[src/hw/rtl/bce_pkg.sv]
// ----------------------------------------------------------------------------
// bce_pkg
// Types, constants and table functions of the battery estimator.
// ----------------------------------------------------------------------------
`timescale 1ns / 1ps
package bce_pkg;

	localparam int DIV_BITS = 24;
	localparam int NSTG     = DIV_BITS + 2;

	localparam logic [0:0] REG_CAPACITY = 1'b0;
	localparam logic [0:0] REG_RESIST   = 1'b1;

	localparam logic [15:0] CAPACITY_RST = 16'd1000;
	localparam logic [9:0]  RESIST_RST   = 10'd100;

	localparam logic signed [27:0] OCV_BASE = 28'sd3400000;
	localparam logic signed [27:0] OCV_TOP  = 28'sd4200000;
	localparam logic [19:0]        SEG_STEP = 20'd100000;

	// floor(x / 3125) for x < 2^24, and floor(z / 375) for z < 2^24
	localparam logic [24:0] RECIP_3125 = 25'd21990233;
	localparam int          SHIFT_3125 = 36;
	localparam logic [24:0] RECIP_375  = 25'd22906493;
	localparam int          SHIFT_375  = 33;

	localparam logic [14:0] PCT_MAX_Q8  = 15'd25600;
	localparam logic [6:0]  PCT_MAX     = 7'd100;
	localparam logic [23:0] RUNTIME_MAX = 24'hFFFFFF;

	typedef struct packed {
		logic [12:0]        voltage_mv;
		logic signed [15:0] current_ma;
		logic signed [15:0] power_mw;
		logic signed [7:0]  temperature_c;
	} sample_t;

	typedef struct packed {
		logic [6:0]  charge_percent;
		logic        is_charging;
		logic [23:0] runtime_hours_q8;
		logic        runtime_valid;
	} result_t;

	typedef logic [NSTG:1] adv_t;

	// discharge curve points in whole percent, 3.4 V to 4.2 V
	function automatic logic [6:0] curve_pct(input logic [3:0] idx);
		logic [6:0] p;
		case (idx)
			4'd0: p = 7'd5;
			4'd1: p = 7'd10;
			4'd2: p = 7'd20;
			4'd3: p = 7'd40;
			4'd4: p = 7'd60;
			4'd5: p = 7'd75;
			4'd6: p = 7'd85;
			4'd7: p = 7'd95;
			default: p = 7'd100;
		endcase
		return p;
	endfunction

	// temperature factor numerator, factor = num / 3000
	function automatic logic [11:0] temp_num(input logic signed [7:0] t);
		int n;
		n = int'(t);
		if (n < 0)
			n = 2100 - 15 * n;
		else if (n < 10)
			n = 2550 + 15 * n;
		else if (n > 45)
			n = 3000 - 20 * (n - 45);
		else
			n = 3000;
		return 12'(n);
	endfunction

endpackage

[src/hw/rtl/bce_div.sv]
// ----------------------------------------------------------------------------
// bce_div
// Runtime path: pipelined restoring divider, one quotient bit per stage.
// ----------------------------------------------------------------------------
`timescale 1ns / 1ps
module bce_div import bce_pkg::*; (
	input  logic        clk,
	input  adv_t        adv,
	input  logic [28:0] prod_s1,
	input  logic [24:0] den_s1,
	input  logic        chg_s1,
	input  logic        rtv_s1,
	output logic [23:0] runtime,
	output logic        rt_valid,
	output logic        charging
);

	logic [36:0] dvd;
	logic [48:0] den_sh;

	logic [24:0]         rem_s  [2:NSTG];
	logic [DIV_BITS-1:0] quo_s  [2:NSTG];
	logic [DIV_BITS-1:0] low_s  [2:NSTG];
	logic [24:0]         den_s  [2:NSTG];
	logic                sat_s  [2:NSTG];
	logic                chg_s  [2:NSTG];
	logic                rtv_s  [2:NSTG];
	logic [25:0]         trial  [3:NSTG];
	logic [25:0]         diff   [3:NSTG];

	assign dvd    = {prod_s1, 8'h00};
	assign den_sh = {den_s1, 24'h000000};

	always_comb begin
		for (int k = 3; k <= NSTG; k++) begin
			trial[k] = {rem_s[k-1], low_s[k-1][NSTG-k]};
			diff[k]  = trial[k] - {1'b0, den_s[k-1]};
		end
	end

	always_ff @(posedge clk) begin
		// stage 2: detect saturation, seed the remainder with the top bits
		if (adv[2]) begin
			sat_s[2] <= ({12'h000, dvd} >= den_sh);
			rem_s[2] <= {12'h000, dvd[36:24]};
			low_s[2] <= dvd[23:0];
			quo_s[2] <= '0;
			den_s[2] <= den_s1;
			chg_s[2] <= chg_s1;
			rtv_s[2] <= rtv_s1;
		end
		for (int k = 3; k <= NSTG; k++) begin
			if (adv[k]) begin
				if (trial[k] >= {1'b0, den_s[k-1]}) begin
					rem_s[k] <= diff[k][24:0];
					quo_s[k] <= quo_s[k-1] | (DIV_BITS'(1) << (NSTG - k));
				end else begin
					rem_s[k] <= trial[k][24:0];
					quo_s[k] <= quo_s[k-1];
				end
				low_s[k] <= low_s[k-1];
				den_s[k] <= den_s[k-1];
				sat_s[k] <= sat_s[k-1];
				chg_s[k] <= chg_s[k-1];
				rtv_s[k] <= rtv_s[k-1];
			end
		end
	end

	assign runtime  = !rtv_s[NSTG] ? '0 : (sat_s[NSTG] ? RUNTIME_MAX : quo_s[NSTG]);
	assign rt_valid = rtv_s[NSTG];
	assign charging = chg_s[NSTG];

endmodule

[config.mk]
export PLATFORM = sky130hd
export DESIGN_NAME = bce_div
export DESIGN_NICKNAME = d
export VERILOG_FILES = /design/src/hw/rtl/bce_pkg.sv /design/src/hw/rtl/bce_div.sv
export SDC_FILE = /design/constraint.sdc
export NUM_CORES = 2
export LEC_CHECK = 0
export ABC_AREA = 1
export BUFFER_PORTS_ARGS = -buffer_cell sky130_fd_sc_hd__buf_2
export CAP_MARGIN = 20
export CORE_MARGIN = 2
export CORE_UTILIZATION = 52
export DETAILED_ROUTE_END_ITERATION = 8
export PLACE_DENSITY = 0.68
export SETUP_SLACK_MARGIN = 0.2
export SLEW_MARGIN = 25
export SYNTH_ARGS = -nofsm -noshare
export SYNTH_HDL_FRONTEND = slang
export SYNTH_SLANG_ARGS = --single-unit
[constraint.sdc]
create_clock -name clk -period 2.75 [get_ports clk]
set_input_delay 0.275 -clock clk [delete_from_list [all_inputs] [get_ports clk]]
set_output_delay 0.275 -clock clk [all_outputs]
set_load 0.05 [all_outputs]
Word-level counts from Yosys, hierarchy flattened
Memories as Yosys holds them, arrays and structs flattened.
Cells that the tools add are included.

storage, ports and cells
  bits in registers = 0
  memory bits (writable) = 2525
  input port bits = 83
  output and inout port bits = 26
  memories kept = 7

operators by class
  $add $sub $neg = 24
  $lt $le $gt $ge = 25
  multiplexer cells = 244
  bitwise gates (word level) = 48

memory list
  name             depth  bits a word  rd ports  clocked after Yosys merged registers in  write ports  line           RTL
  den_s            25     25           24        0                                        25           bce_div.sv:24  logic [24:0] den_s [2:NSTG];
  rem_s            25     25           24        0                                        25           bce_div.sv:21  logic [24:0] rem_s [2:NSTG];
  low_s            25     24           24        0                                        25           bce_div.sv:23  logic [DIV_BITS-1:0] low_s [2:NSTG];
  quo_s            25     24           25        0                                        25           bce_div.sv:22  logic [DIV_BITS-1:0] quo_s [2:NSTG];
  chg_s            25     1            25        0                                        25           bce_div.sv:26  logic chg_s [2:NSTG];
  rtv_s            25     1            25        0                                        25           bce_div.sv:27  logic rtv_s [2:NSTG];
  1 more memories  n/a    n/a          n/a       n/a                                      n/a          n/a

operator list
  operator          number
  $ge A26 B25 Y1    24
  $mux W24          26
  $mux W25          24
  $sub A25 B25 Y25  24
  $mux W1           194
  $ge A37 B49 Y1    1
  $or A1 B1 Y1      48

Longest topological paths before layout
An unclocked memory read counts as a cell.

  word-level depth = 6
  gate-level depth with buffers = 15
  gate-level depth less buffers = 14

Worst setup path before layout
OpenSTA, ideal clock, no wires.

  kind = reg-to-reg
  from = register, netlist name low_s[0][140]
  to = register, netlist name rem_s[0][155]
  arrival = 1.848 ns
  data required time = 2.498 ns
  setup slack = 0.649 ns
  stages on the path, launching flop included = 14
  path buffers = 1
  period minus slack after synthesis = 2.101 ns
  path through = edfxtp_1 -> inv_1 -> ha_1 -> inv_1 -> fa_1 -> nand3_1 -> nand3_1 -> nand2_1 -> nand2_1 -> nand2_2 -> nand2_4 -> buf_6 -> nand2_1 -> nand2_1

==> impl_metrics.sql <==
INSERT INTO impl_metrics (metric_group, metric, value, unit) VALUES
('setup_path', 'worstPathRequired', '3340', 'ps'),
('timing', 'final-max-slew-violation-count', '0', ''),
('logic_synthesis', 'post_synth_inst_count', '13300', ''),
('global_routing', 'grt.overflow.total', '0', ''),
('setup_path', 'critical_path.startpoint', 'rem_s[0][566]', ''),
('logic_synthesis', 'synth-main-ff-cell', 'edfxtp_1', ''),
('global_routing', 'grt_busiest_layer', 'met2', ''),
('setup_path', 'reg2reg_to', 'rem_s[0][575]', ''),
('global_routing', 'grt_start_max_net_pins', '77', ''),
('cts', 'clk_path_buf_depth', '3', ''),
('logic_synthesis', 'synth.lib_cells_used.distinct', '39', ''),
('timing', 'final_hold_viol_count', '0', ''),
('setup_path', 'critical_path.max_fanout', '15', ''),
('logic_synthesis', 'syn_area_per_cell', '7.92', 'um^2'),
('timing', 'final_critical_path_setup_slack', '207', 'ps'),
('floorplanning', 'die-width', '454', 'um'),
('cts', 'cts_root_buf', 'clkbuf_16', ''),
('pwr', 'irDropWorstVdd', '772', 'uV'),
('global_routing', 'first_global_vias', '80500', ''),
('cts', 'tritoncts.num_buffers', '181', ''),
('detailed_routing', 'dr_total_vias', '86100', ''),
('floorplanning', 'core_area', '202000', 'um^2'),
('setup_path', 'timing.reg2reg.setup_slack', '210', 'ps'),
('logic_synthesis', 'synth_nets', '14000', ''),
('floorplanning', 'die_h', '454', 'um'),
('setup_path', 'worst_r2r_startpoint', 'rem_s[0][566]', ''),
('job', 'max_cap_violations', '0', ''),
('floorplanning', 'design.die.area', '206000', 'um^2'),
('placed_design', 'hpwlAfterDp', '246000', 'um'),
('cts', 'cts.reportedPaths.clkPinSlew', '70', 'ps'),
('logic_synthesis', 'synth.mux.area_fraction', '0', '%'),
('detailed_routing', 'drt_wl_total', '316000', 'um'),
('logic_synthesis', 'yosysSeqAreaShare', '48.4', '%'),
('global_routing', 'grt_use_met2', '49.4', '%'),
('timing', 'maxClockFrequency', '393', 'MHz'),
('global_routing', 'track_usage', '30.0', '%'),
('pwr', 'power.density', '1030', 'nW/um^2'),
('cells_and_area', 'post_layout_net_count', '14600', ''),
('detailed_routing', 'first_iter_violations', '8074', ''),
('logic_synthesis', 'yosys-top-cells-area', 'edfxtp_1 (48%), nand2_1 (18%), inv_1 (9.4%)', ''),
('logic_synthesis', 'synthTopCellsByCount', 'nand2_1 (5,170), inv_1 (2,645), edfxtp_1 (1,699)', ''),
('detailed_routing', 'drtAntennaViolNets', '0', ''),
('logic_synthesis', 'synth_adder_area_share', '7.58', '%'),
('logic_synthesis', 'synth.top_cell.area_share', '48.4', '%'),
('global_routing', 'grt.met1_usage', '41.5', '%'),
('global_routing', 'number_of_antenna_violations_at_the_first_check_in_global_routing', '9', ''),
('setup_path', 'setup.worst_path.start_class', 'flip-flop', ''),
('cts', 'insertion_delay_of_the_later_clocked_pin_in_the_worst_skew_pair', '830', 'ps'),
('placed_design', 'place_congestion', '0.967', ''),
('setup_path', 'criticalPathCategory', 'flip-flop to flip-flop', ''),
('setup_path', 'reg2reg_depth', '10', ''),
('placed_design', 'place_area', '110000', 'um^2'),
('placed_design', 'place.port_buffers', '107', ''),
('logic_synthesis', 'synthXorXnorAreaFrac', '2.51', '%'),
('cts', 'cts.htree.levels', '4', ''),
('timing', 'clock-skew-final', '28.7', 'ps'),
('logic_synthesis', 'synth_async_sr_flop_share', '0', '%'),
('placed_design', 'pre_cts_slack', '-117', 'ps'),
('timing', 'timing.final.crit_period', '2540', 'ps'),
('floorplanning', 'rows', '165', ''),
('setup_path', 'setup.worst_path.end', 'rem_s[0][575]', ''),
('logic_synthesis', 'number_of_synthesized_flops_with_an_enable_pin', '1699', ''),
('cts', 'numClockSinks', '1699', ''),
('cts', 'cts_tree', 'done', ''),
('logic_synthesis', 'yosysTopAreaCell', 'edfxtp_1', ''),
('logic_synthesis', 'dominant_combinational_cell_family_by_area_after_synthesis', 'simple AND/OR/NAND/NOR gates', ''),
('run_status', 'run_status', 'finished, final reports clean', ''),
('setup_path', 'setup.worst_path.end_class', 'flip-flop', ''),
('cells_and_area', 'final_cell_area', '120000', 'um^2'),
('logic_synthesis', 'synth_compound_gate_area_share', '1.93', '%'),
('logic_synthesis', 'ys_ff_latch', '1699', '');
[power breakdown]
group	internal (uW)	switching (uW)	total, uW
clock	14900	10500	25500
sequential	36200	4270	40500
combinational	19700	38500	58200
total	70800	53300	124000
[cells by family (layout without fill, tap and decap cells)]
family                     count (synthesis)  in the layout
and+or+nand+nor                         7471           7485
AOI/OAI and AO/OA                        391            391
buffers and inverters                   2815           3527
other                                      0              3
DFF                                     1699           1699
adders and majority gates                624            624
xor gates and xnor gates                 302            302
[worst min-delay path by stage]
stage	startpoint	endpoint	slack, ps	depth (start not counted)
finish	adv[20]	quo_s[5][30]	30	2
global route	adv[20]	quo_s[5][30]	10	2
CTS	adv[20]	quo_s[5][30]	2	2
detailed placement	low_s[0][113]	low_s[0][137]	400	0
global placement	low_s[1][81]	low_s[1][105]	400	0
floorplan	chg_s1	chg_s[0][2]	370	0
[worst max-delay path, cell delays in order (launching register included)]
cell and delay (ps):
edfxtp_1 420, ha_1 430, nand2_1 150, nor2_2 210
inv_1 50, nor3_1 180, nand2_2 100, nand2_1 110
nand2_2 120, buf_4 220, a21oi_1 310
[registers in the layout (all words and copies together), names as in the netlist]
| register | count |
|---|---|
| low_s | 136 |
| sat_s | 25 |
| rem_s | 588 |
| quo_s | 300 |
| den_s | 600 |
| rtv_s | 25 |
| chg_s | 25 |
[timing repair]
item | CTS | global route
endpoints found under the hold margin | 244 | 0
hold buffers | 65 | 0
buffers inserted | 28 | 106
gates cloned | 1 | 14
resized for setup | 54 | 326
pin swaps | 4 | 29
setup endpoints to repair | 366 | 581
[layout make-up]
cell class / instances / area, um^2
fillers: 18100 / 81600
flip-flops and latches: 1699 / 51000
multi-input cells: 8802 / 45100
inverters: 2646 / 9940
clock buffers: 206 / 4710
repair buffers: 548 / 4540
well taps: 2672 / 3340
clock inverters: 127 / 1470
diodes: 3 / 7.51
[through the flow]
stage	hold slack, ps	TNS [ps]	utilization (%)	total power, uW	std cells
2_1_floorplan	374	0	-	78000	13300
3_3_place_gp	401	-5640	54.7	95300	16200
3_5_place_dp	405	-6260	54.7	95700	16200
4_1_cts	1.54	0	58.3	122000	16600
5_1_grt	10.0	0	59.6	133000	16700
6_report	33.6	0	59.6	124000	16700
[cell usage in the layout (no fill, tap or decap), types with 13 or more instances in the layout]
| master | netlist | layout |
|---|---|---|
| a21oi_1 | 359 | 336 |
| a21oi_2 | 10 | 25 |
| and2_1 | 50 | 50 |
| buf_12 | 1 | 31 |
| buf_2 | 87 | 81 |
| buf_4 | 10 | 351 |
| bufinv_16 | 0 | 27 |
| clkbuf_1 | 27 | 21 |
| clkbuf_16 | 0 | 186 |
| clkinv_1 | 0 | 26 |
| clkinv_2 | 0 | 33 |
| clkinvlp_4 | 0 | 18 |
| dlygate4sd3_1 | 0 | 65 |
| edfxtp_1 | 1699 | 1699 |
| fa_2 | 0 | 13 |
| ha_1 | 601 | 537 |
| ha_2 | 0 | 24 |
| ha_4 | 0 | 40 |
| inv_1 | 2645 | 2640 |
| nand2_1 | 5170 | 5107 |
| nand2_2 | 37 | 85 |
| nand2_4 | 24 | 30 |
| nand2_8 | 2 | 24 |
| nand3_1 | 1058 | 1047 |
| nand3b_1 | 38 | 38 |
| nand4_1 | 143 | 143 |
| nor2_1 | 799 | 733 |
| nor2_2 | 38 | 70 |
| nor2_4 | 2 | 37 |
| nor3_1 | 66 | 53 |
| nor3_2 | 0 | 13 |
| nor4_1 | 16 | 13 |
| or2_2 | 23 | 23 |
| xnor2_1 | 18 | 18 |
| xor2_1 | 284 | 284 |
[metal layers]
metal  vias to the layer above  part of all wire [%]
met3                       528                   5.8
li1                      42900                     -
met1                     39800                    45
met5                         -                0.0085
met4                         4                   3.1
met2                      2849                    46
Note: power is estimated with default switching activity, not from simulation.
