`src/hw/rtl/bce_pkg.sv`:
```
// ----------------------------------------------------------------------------
// bce_pkg
// Types, constants and table functions of the battery estimator.
// ----------------------------------------------------------------------------
`timescale 1ns / 1ps
package bce_pkg;

	localparam int DIV_BITS = 24;
	localparam int NSTG     = DIV_BITS + 2;

	localparam logic [0:0] REG_CAPACITY = 1'b0;
	localparam logic [0:0] REG_RESIST   = 1'b1;

	localparam logic [15:0] CAPACITY_RST = 16'd1000;
	localparam logic [9:0]  RESIST_RST   = 10'd100;

	localparam logic signed [27:0] OCV_BASE = 28'sd3400000;
	localparam logic signed [27:0] OCV_TOP  = 28'sd4200000;
	localparam logic [19:0]        SEG_STEP = 20'd100000;

	// floor(x / 3125) for x < 2^24, and floor(z / 375) for z < 2^24
	localparam logic [24:0] RECIP_3125 = 25'd21990233;
	localparam int          SHIFT_3125 = 36;
	localparam logic [24:0] RECIP_375  = 25'd22906493;
	localparam int          SHIFT_375  = 33;

	localparam logic [14:0] PCT_MAX_Q8  = 15'd25600;
	localparam logic [6:0]  PCT_MAX     = 7'd100;
	localparam logic [23:0] RUNTIME_MAX = 24'hFFFFFF;

	typedef struct packed {
		logic [12:0]        voltage_mv;
		logic signed [15:0] current_ma;
		logic signed [15:0] power_mw;
		logic signed [7:0]  temperature_c;
	} sample_t;

	typedef struct packed {
		logic [6:0]  charge_percent;
		logic        is_charging;
		logic [23:0] runtime_hours_q8;
		logic        runtime_valid;
	} result_t;

	typedef logic [NSTG:1] adv_t;

	// discharge curve points in whole percent, 3.4 V to 4.2 V
	function automatic logic [6:0] curve_pct(input logic [3:0] idx);
		logic [6:0] p;
		case (idx)
			4'd0: p = 7'd5;
			4'd1: p = 7'd10;
			4'd2: p = 7'd20;
			4'd3: p = 7'd40;
			4'd4: p = 7'd60;
			4'd5: p = 7'd75;
			4'd6: p = 7'd85;
			4'd7: p = 7'd95;
			default: p = 7'd100;
		endcase
		return p;
	endfunction

	// temperature factor numerator, factor = num / 3000
	function automatic logic [11:0] temp_num(input logic signed [7:0] t);
		int n;
		n = int'(t);
		if (n < 0)
			n = 2100 - 15 * n;
		else if (n < 10)
			n = 2550 + 15 * n;
		else if (n > 45)
			n = 3000 - 20 * (n - 45);
		else
			n = 3000;
		return 12'(n);
	endfunction

endpackage

```
`src/hw/rtl/bce_soc.sv`:
```
// ----------------------------------------------------------------------------
// bce_soc
// Charge path: curve interpolation, temperature scaling, clamp.
// ----------------------------------------------------------------------------
`timescale 1ns / 1ps
module bce_soc import bce_pkg::*; (
	input  logic                clk,
	input  adv_t                adv,
	input  logic signed [27:0]  ocv_s1,
	input  logic [11:0]         tnum_s1,
	output logic [6:0]          pct
);

	logic [19:0] off;
	logic [2:0]  seg;
	logic [19:0] seg_base;
	logic [16:0] frac;
	logic [6:0]  lo_pct;
	logic [4:0]  dlt;
	logic [23:0] xprod;
	logic [48:0] qprod;
	logic [12:0] qint;
	logic [26:0] yprod;
	logic [48:0] wprod;
	logic [15:0] wq;

	logic [23:0] x_s2;
	logic [6:0]  base_s2;
	logic        top_s2, bot_s2;
	logic [11:0] tnum_s2, tnum_s3;
	logic [14:0] pq8_s3;
	logic [23:0] z_s4;
	logic [6:0]  pct_s [5:NSTG];

	// stage 2: segment, fraction and scaled slope term
	always_comb begin
		off = 20'(ocv_s1 - OCV_BASE);
		seg = '0;
		for (int j = 1; j <= 7; j++) begin
			if (off >= 20'(j * 100000))
				seg = 3'(j);
		end
		seg_base = 20'(seg * SEG_STEP);
		frac     = 17'(off - seg_base);
		lo_pct   = curve_pct({1'b0, seg});
		dlt      = 5'(curve_pct({1'b0, seg} + 4'd1) - lo_pct);
		xprod    = {21'(dlt * frac), 3'b000};
	end

	// stage 3: divide by 3125 through the reciprocal
	assign qprod = x_s2 * RECIP_3125;
	assign qint  = qprod[SHIFT_3125 +: 13];

	// stage 4: apply temperature numerator, shift right by 3
	assign yprod = pq8_s3 * tnum_s3;

	// stage 5: divide by 375 through the reciprocal, clamp
	assign wprod = z_s4 * RECIP_375;
	assign wq    = wprod[SHIFT_375 +: 16];

	always_ff @(posedge clk) begin
		if (adv[2]) begin
			x_s2    <= xprod;
			base_s2 <= lo_pct;
			top_s2  <= (ocv_s1 >= OCV_TOP);
			bot_s2  <= (ocv_s1 < OCV_BASE);
			tnum_s2 <= tnum_s1;
		end
		if (adv[3]) begin
			if (top_s2)
				pq8_s3 <= PCT_MAX_Q8;
			else if (bot_s2)
				pq8_s3 <= '0;
			else
				pq8_s3 <= {base_s2, 8'h00} + {2'b00, qint};
			tnum_s3 <= tnum_s2;
		end
		if (adv[4])
			z_s4 <= yprod[26:3];
		if (adv[5])
			pct_s[5] <= (wq > {1'b0, PCT_MAX_Q8}) ? PCT_MAX : wq[14:8];
		// hold the percent until the runtime quotient is ready
		for (int k = 6; k <= NSTG; k++) begin
			if (adv[k])
				pct_s[k] <= pct_s[k-1];
		end
	end

	assign pct = pct_s[NSTG];

endmodule

```
`config.mk`:
```
export PLATFORM = sky130hd
export DESIGN_NAME = bce_soc
export DESIGN_NICKNAME = d
export VERILOG_FILES = /design/src/hw/rtl/bce_pkg.sv /design/src/hw/rtl/bce_soc.sv
export SDC_FILE = /design/constraint.sdc
export NUM_CORES = 2
export LEC_CHECK = 0
export ABC_AREA = 1
export BUFFER_PORTS_ARGS = -buffer_cell sky130_fd_sc_hd__buf_2
export CORE_ASPECT_RATIO = 1.2
export CORE_MARGIN = 8
export CORE_UTILIZATION = 25
export DETAILED_ROUTE_END_ITERATION = 7
export SYNTH_ARGS = -nofsm -noshare
export SYNTH_HDL_FRONTEND = slang
export SYNTH_SLANG_ARGS = --single-unit
```
`constraint.sdc`:
```
create_clock -name clk -period 19.18 [get_ports clk]
set_clock_uncertainty 0.05 [all_clocks]
set_input_delay 1.918 -clock clk [delete_from_list [all_inputs] [get_ports clk]]
set_output_delay 1.918 -clock clk [all_outputs]
set_load 0.03 [all_outputs]
```
Yosys cells after proc, flatten, opt, wreduce, memory -nomap -nowiden

Memory sizes are Yosys's and may differ from the RTL's.
Index checks and enable logic that the tools add are counted.

Add/sub/neg operators: 5
Multiply operators: 5
$lt $le $gt $ge: 10
Multiplexer cells: 54
Reduce and logical (&&, ||, !) cells: 1

Operators by type and width:

| cell                   | number |
|---|---|
| $ge 20x19->1 const B   | 3 |
| $mul 24x25->49 const B | 1 |
| $mul 21x25->46 const B | 1 |
| $mux 1                 | 45 |
| $ge 20x20->1 const B   | 2 |
| $ge 28x24->1 const B   | 1 |
| $lt 28x23->1 const B   | 1 |
| $mul 15x12->27         | 1 |
| $mul 5x17->21          | 1 |
| $ge 20x17->1 const B   | 1 |
| $ge 20x18->1 const B   | 1 |
| $sub 20x19->20 const B | 1 |
| $mux 3                 | 6 |
| $sub 17x17->17         | 1 |
| $gt 16x15->1 const B   | 1 |
| $add 15x13->15         | 1 |
| $mux 15                | 1 |
| $mul 3x12->12 const B  | 1 |
| $mux 7                 | 1 |
| $mux 5                 | 1 |
| $sub 5x5->5            | 1 |
| $add 3x1->4 const B    | 1 |
| $reduce_or 2->1        | 1 |

Register bits: 93
RAM bits: 154
Bits in read-only memories: 112
Bits of input ports: 67
Output and inout bits: 7
Word-level logic and storage cells: 87
Memories kept: 3

Memory list:

| memory           | depth | bits a word | read ports | clocked after Yosys merged registers in | write ports | RTL line      | text |
|---|---|---|---|---|---|---|---|
| pct_s            | 22    | 7           | 22         | 0                                       | 22          | bce_soc.sv:33 | `logic [6:0] pct_s [5:NSTG];` |
| (name not given) | 8     | 7           | 1          | 0                                       | 0           | bce_pkg.sv:50 | `case (idx)` |
| (name not given) | 8     | 7           | 1          | 0                                       | 0           | bce_pkg.sv:50 |  |

Logic depth before layout (Yosys ltp)

An unclocked memory read counts as a cell.

Word-level depth: 14
Depth in mapped cells: 60
Depth with buffers taken out: 60

Least setup slack after synthesis

OpenSTA, ideal clock, no wires.

Path kind: input -> register
From: input port ocv_s1[6]
To: register x_s2[23] (data pin)
Library setup time: 249 ps
Data arrival time: 8872 ps
Data required time: 18881 ps
Path slack: 10009 ps
Stages on the path: 53
Buffers on the path: 0
Path through: inv_1 ha_1 inv_1 nand2_1 nand4_2 nand2_1 nand2_1 nand2_1 inv_2 nand3_1 nand2_2 nand2_4 inv_4 a21oi_4 inv_2 ha_1 inv_1 nor2_1 [... 17 more ...] fa_1 inv_1 ha_1 nand2_1 nand2_1 a31oi_1 o21ai_0 nand3_1 nand2_1 nand3_1 nand2_1 a21o_1 a21oi_1 or2_2 nand2_1 nand2_1 nand2_1 inv_1

Cells in the longest elaborated chain, start to end: 14
Elaborated cells between the ends (all ways): 23
Classes of those cells: add/sub (4); mul (2); order compare (7); mux (8); memory (2)

Ends and longest elaborated chain:

| what                                                                  | RTL line      | text |
|---|---|---|
| from (decl)                                                           | bce_soc.sv:9  | `input logic signed [27:0] ocv_s1,` |
| $sub 20x19->20 *                                                      | bce_soc.sv:37 | `off = 20'(ocv_s1 - OCV_BASE);` |
| parallel branches: the longest is 12 deep, another holds $ge 20x17->1 | n/a           |  |
| $mul 5x17->21 *                                                       | bce_soc.sv:47 | `xprod = {21'(dlt * frac), 3'b000};` |
| net xprod[23]                                                         | bce_soc.sv:20 | `logic [23:0] xprod;` |
| to (signal assigned)                                                  | bce_soc.sv:63 | `x_s2 <= xprod;` |
| to (decl)                                                             | bce_soc.sv:27 | `logic [23:0] x_s2;` |

Mark *: on every way through the listed nets, which the timed path passes.
A chain may end at the register's enable or synchronous reset.

Worst setup path after layout

Ends and elaborated chain as after synthesis.

==> impl_results.rst <==
.. list-table::
   :header-rows: 1

   * - Metric
     - Value
   * - Status
     - finished, final reports clean
   * - Buffer cell driving the clock tree root
     - clkbuf_16
   * - Number of filler instances in the final layout
     - roughly 16000
   * - Number of core rows
     - 156
   * - Die X-Extent
     - 370 um
   * - Global routing usage summed across all routing layers
     - between 10% and 20%
   * - Part of the cycle the worst path needs
     - 53.1%
   * - Global-route wire length before repair
     - 143 mm
   * - Arrival time of the worst setup path
     - 10480 ps
   * - Post-DR vias/cell
     - 4.28
   * - Diode insertion count for antenna repair
     - 0
   * - Slowest cell delay on critical path
     - approximately 530 ps
   * - Worst Hold Depth
     - 0
   * - R2R Path End
     - pq8_s3[14]$_SDFFCE_PP1P_
   * - Largest driver fanout on the critical path
     - 15
   * - Cts-stage hold buffer count
     - 0
   * - WP data required
     - roughly 20000 ps
   * - Min Tclk post-route
     - 10180 ps
   * - CTS tree
     - yes
   * - Largest net degree at the start of global routing
     - 43
   * - Startpoint of the worst register-to-register path
     - x_s2[13]$_DFFE_PP_
   * - Total CTS buffers
     - 29
   * - Number of remaining DRC errors
     - 0
   * - IO Port Bufs
     - 72
   * - Commonest non-fill, non-tap cell in the layout
     - inv_1
   * - Relative area change from synthesis to final layout
     - 9.62%
   * - Setup bufs post-CTS
     - 0
   * - Worst path most repeated cell
     - nand2_1
   * - Clock transition at the registers of the reported paths
     - ~60 ps
   * - Number of nets with antenna violations after detailed routing
     - 0
   * - Die Y-Extent
     - 441 um
   * - Final Max Tran Viols
     - 0
   * - Syn_nets
     - roughly 5100
   * - Final TNS setup
     - 0 ps
   * - Post-DP HPWL
     - around 78 mm
   * - Setup violators final
     - 0
   * - Family with the most delay on the worst path
     - simple AND/OR/NAND/NOR gates
   * - Routed wire length
     - between 80 and 90 mm
   * - TritonRoute pass-1 iters
     - 5
   * - Register-to-register setup slack
     - 11050 ps
   * - Most used flip-flop cell after synthesis
     - edfxtp_1
   * - Post-Syn Area per Cell
     - 9.69 um2
   * - Fraction of final layout cells sized beyond drive strength 1
     - under 10%
   * - Later-pin clock latency in the skew report
     - 590 ps
   * - Number of flops mapped to enable cells by yosys
     - 247
   * - Core outline area
     - between 0.1 and 0.15 mm2
   * - Total global routing overflow
     - 0
   * - Initial core utilization
     - 25.1%
   * - H-tree depth
     - 1
   * - Number of distinct standard cells referenced by the synthesized netlist
     - 47
   * - CP Capture Type
     - flop
   * - Kind of launch point of the worst setup path
     - input pin
   * - Number of sinks driven by the clock tree
     - 247
   * - Total I/O pin count
     - 74
   * - Number of endpoints with negative hold slack in the final report
     - 0
   * - Drt first-iter violations
     - a little under 900
   * - Antenna violations before repair
     - 0
   * - Class of the most critical hold timing path
     - flop to flop
   * - Commonest non-fill, non-tap cells in the layout
     - inv_1, fa_1, ha_1
   * - Post_cts resized
     - 0
   * - Slew of the pin with the lowest slew margin
     - 941 ps
   * - Count of cells along the worst register-to-register path
     - 30
   * - Kind of critical path
     - input pin to flop
   * - Routability congestion estimate from global placement
     - 0.881
   * - Worst hold path endpoint
     - pct_s[0][95]$_DFFE_PP_
   * - Vias after detailed routing
     - around 25000
   * - Post-synthesis sequential element count
     - 247
   * - Summed instance area of the synthesized netlist
     - 0.0376 mm2
   * - Layout Nets
     - ~5200
   * - Reported max-cap violation count
     - 0
   * - Routed length per placed instance
     - 14.7 um
   * - Synth warnings
     - 0
   * - Unrepaired setup endpoints after global routing
     - no
   * - Rel. slew slack
     - 37.3%
   * - Fraction of registers with async set/reset
     - 0%
   * - Hold wc startpoint
     - pct_s[0][88]$_DFFE_PP_
   * - Critical-path top delay cell
     - fa_1
   * - Worst-case clock buffer depth
     - 3
   * - Highest Clock Rate
     - around 0.098 GHz
   * - Synthesized instance count
     - around 3900
   * - Number of global-route vias before repair
     - 28100
   * - Bufs and invs on worst path
     - 13
   * - Area enclosed by the die boundary
     - between 0.15 and 0.2 mm2
   * - Seq/Total Area, Yosys
     - 19.7%
==> worst register-to-register path, delay by kind of cell, from the launching register on <==
family	cells	cell delay (ps)
AOI/OAI and AO/OA	3	460
xor gates and xnor gates	2	260
DFF	1	850
buffers and inverters	4	300
adders and majority gates	10	4420
and+or+nand+nor	11	1530
==> routing by layer <==
layer  routed length (um)  track usage [%]  up-vias
met5                    0                0        -
met4                 4390             4.40        0
met3                 2360             1.10      207
met2                46000             21.0      441
met1                34400             12.0    12500
li1                     -                -    12200
==> cell families after synthesis <==
logic type | count (synthesis) | share of synthesized area, %
adders and majority gates | 1193 | 51.8
buffers and inverters | 1068 | 10.8
and+or+nand+nor | 933 | 10.3
AOI/OAI and AO/OA | 359 | 5.52
DFF | 247 | 19.7
xor gates and xnor gates | 79 | 1.84
==> Yosys cell counts (3+ instances only) <==
cell	n	area share (%)
o21a_1	4	0.080
nand4_1	24	0.40
a31oi_1	26	0.43
o21ai_1	3	0.040
o211ai_1	9	0.18
a31o_2	3	0.070
a311oi_1	3	0.070
nand3b_1	4	0.080
xnor2_1	24	0.56
nor2_1	217	2.2
a21boi_0	7	0.14
o21ai_0	89	1.2
nand3_1	84	1.1
nor4_1	11	0.18
inv_2	11	0.11
o221ai_1	3	0.070
nor2_2	16	0.27
fa_1	603	32
o21bai_1	15	0.30
nand2_1	522	5.2
o21ai_2	3	0.070
ha_1	590	20
edfxtp_1	247	20
xor2_1	55	1.3
buf_4	8	0.16
inv_1	1016	10
a221oi_1	4	0.093
a21oi_1	157	2.1
nand2_2	11	0.18
o31ai_1	10	0.20
nor3_1	22	0.29
a21o_1	13	0.26
or2_2	16	0.27
a211oi_1	5	0.10
clkbuf_1	29	0.29
==> flip-flops by register name, summed over array words and instances (netlist names) <==
name and flops:
base_s2 7, top_s2 1, pct_s 154, pq8_s3 15, x_s2 21, tnum_s3 12
bot_s2 1, tnum_s2 12, z_s4 24
==> how the worst max path moves through the flow <==
stage / startpoint / to / depth (start not counted)
floorplan: ocv_s1[6] / x_s2[23]$_DFFE_PP_ / 53
global placement: ocv_s1[6] / x_s2[23]$_DFFE_PP_ / 55
detailed placement: ocv_s1[6] / x_s2[23]$_DFFE_PP_ / 55
CTS: ocv_s1[6] / x_s2[23]$_DFFE_PP_ / 55
global route: ocv_s1[6] / x_s2[23]$_DFFE_PP_ / 55
finish: ocv_s1[6] / x_s2[23]$_DFFE_PP_ / 55
==> final cells by class <==
type	instances	area, um2	share of cell area (%)
clock inverters	21	216	0.526
well taps	1975	2470	6.00
multi-input cells	2564	26100	63.4
flip-flops and latches	247	7420	18.0
repair buffers	74	375	0.911
clock buffers	33	741	1.80
inverters	1028	3860	9.38
==> stage by stage <==
stage | hold slack [ps] | cells | area (um2) | utilization, % | setup WS, ps
2_1_floorplan | 350 | 3879 | 37600 | - | 10010
3_3_place_gp | 351 | 5888 | 40200 | 26.8 | 8380
3_5_place_dp | 355 | 5888 | 40200 | 26.8 | 8360
4_1_cts | 359 | 5942 | 41200 | 27.5 | 8970
5_1_grt | 364 | 5942 | 41200 | 27.5 | 8090
6_report | 363 | 5942 | 41200 | 27.5 | 9000
Power is not shown: default switching activity piles up to over one toggle a cycle in this logic, so the estimate is an artifact.
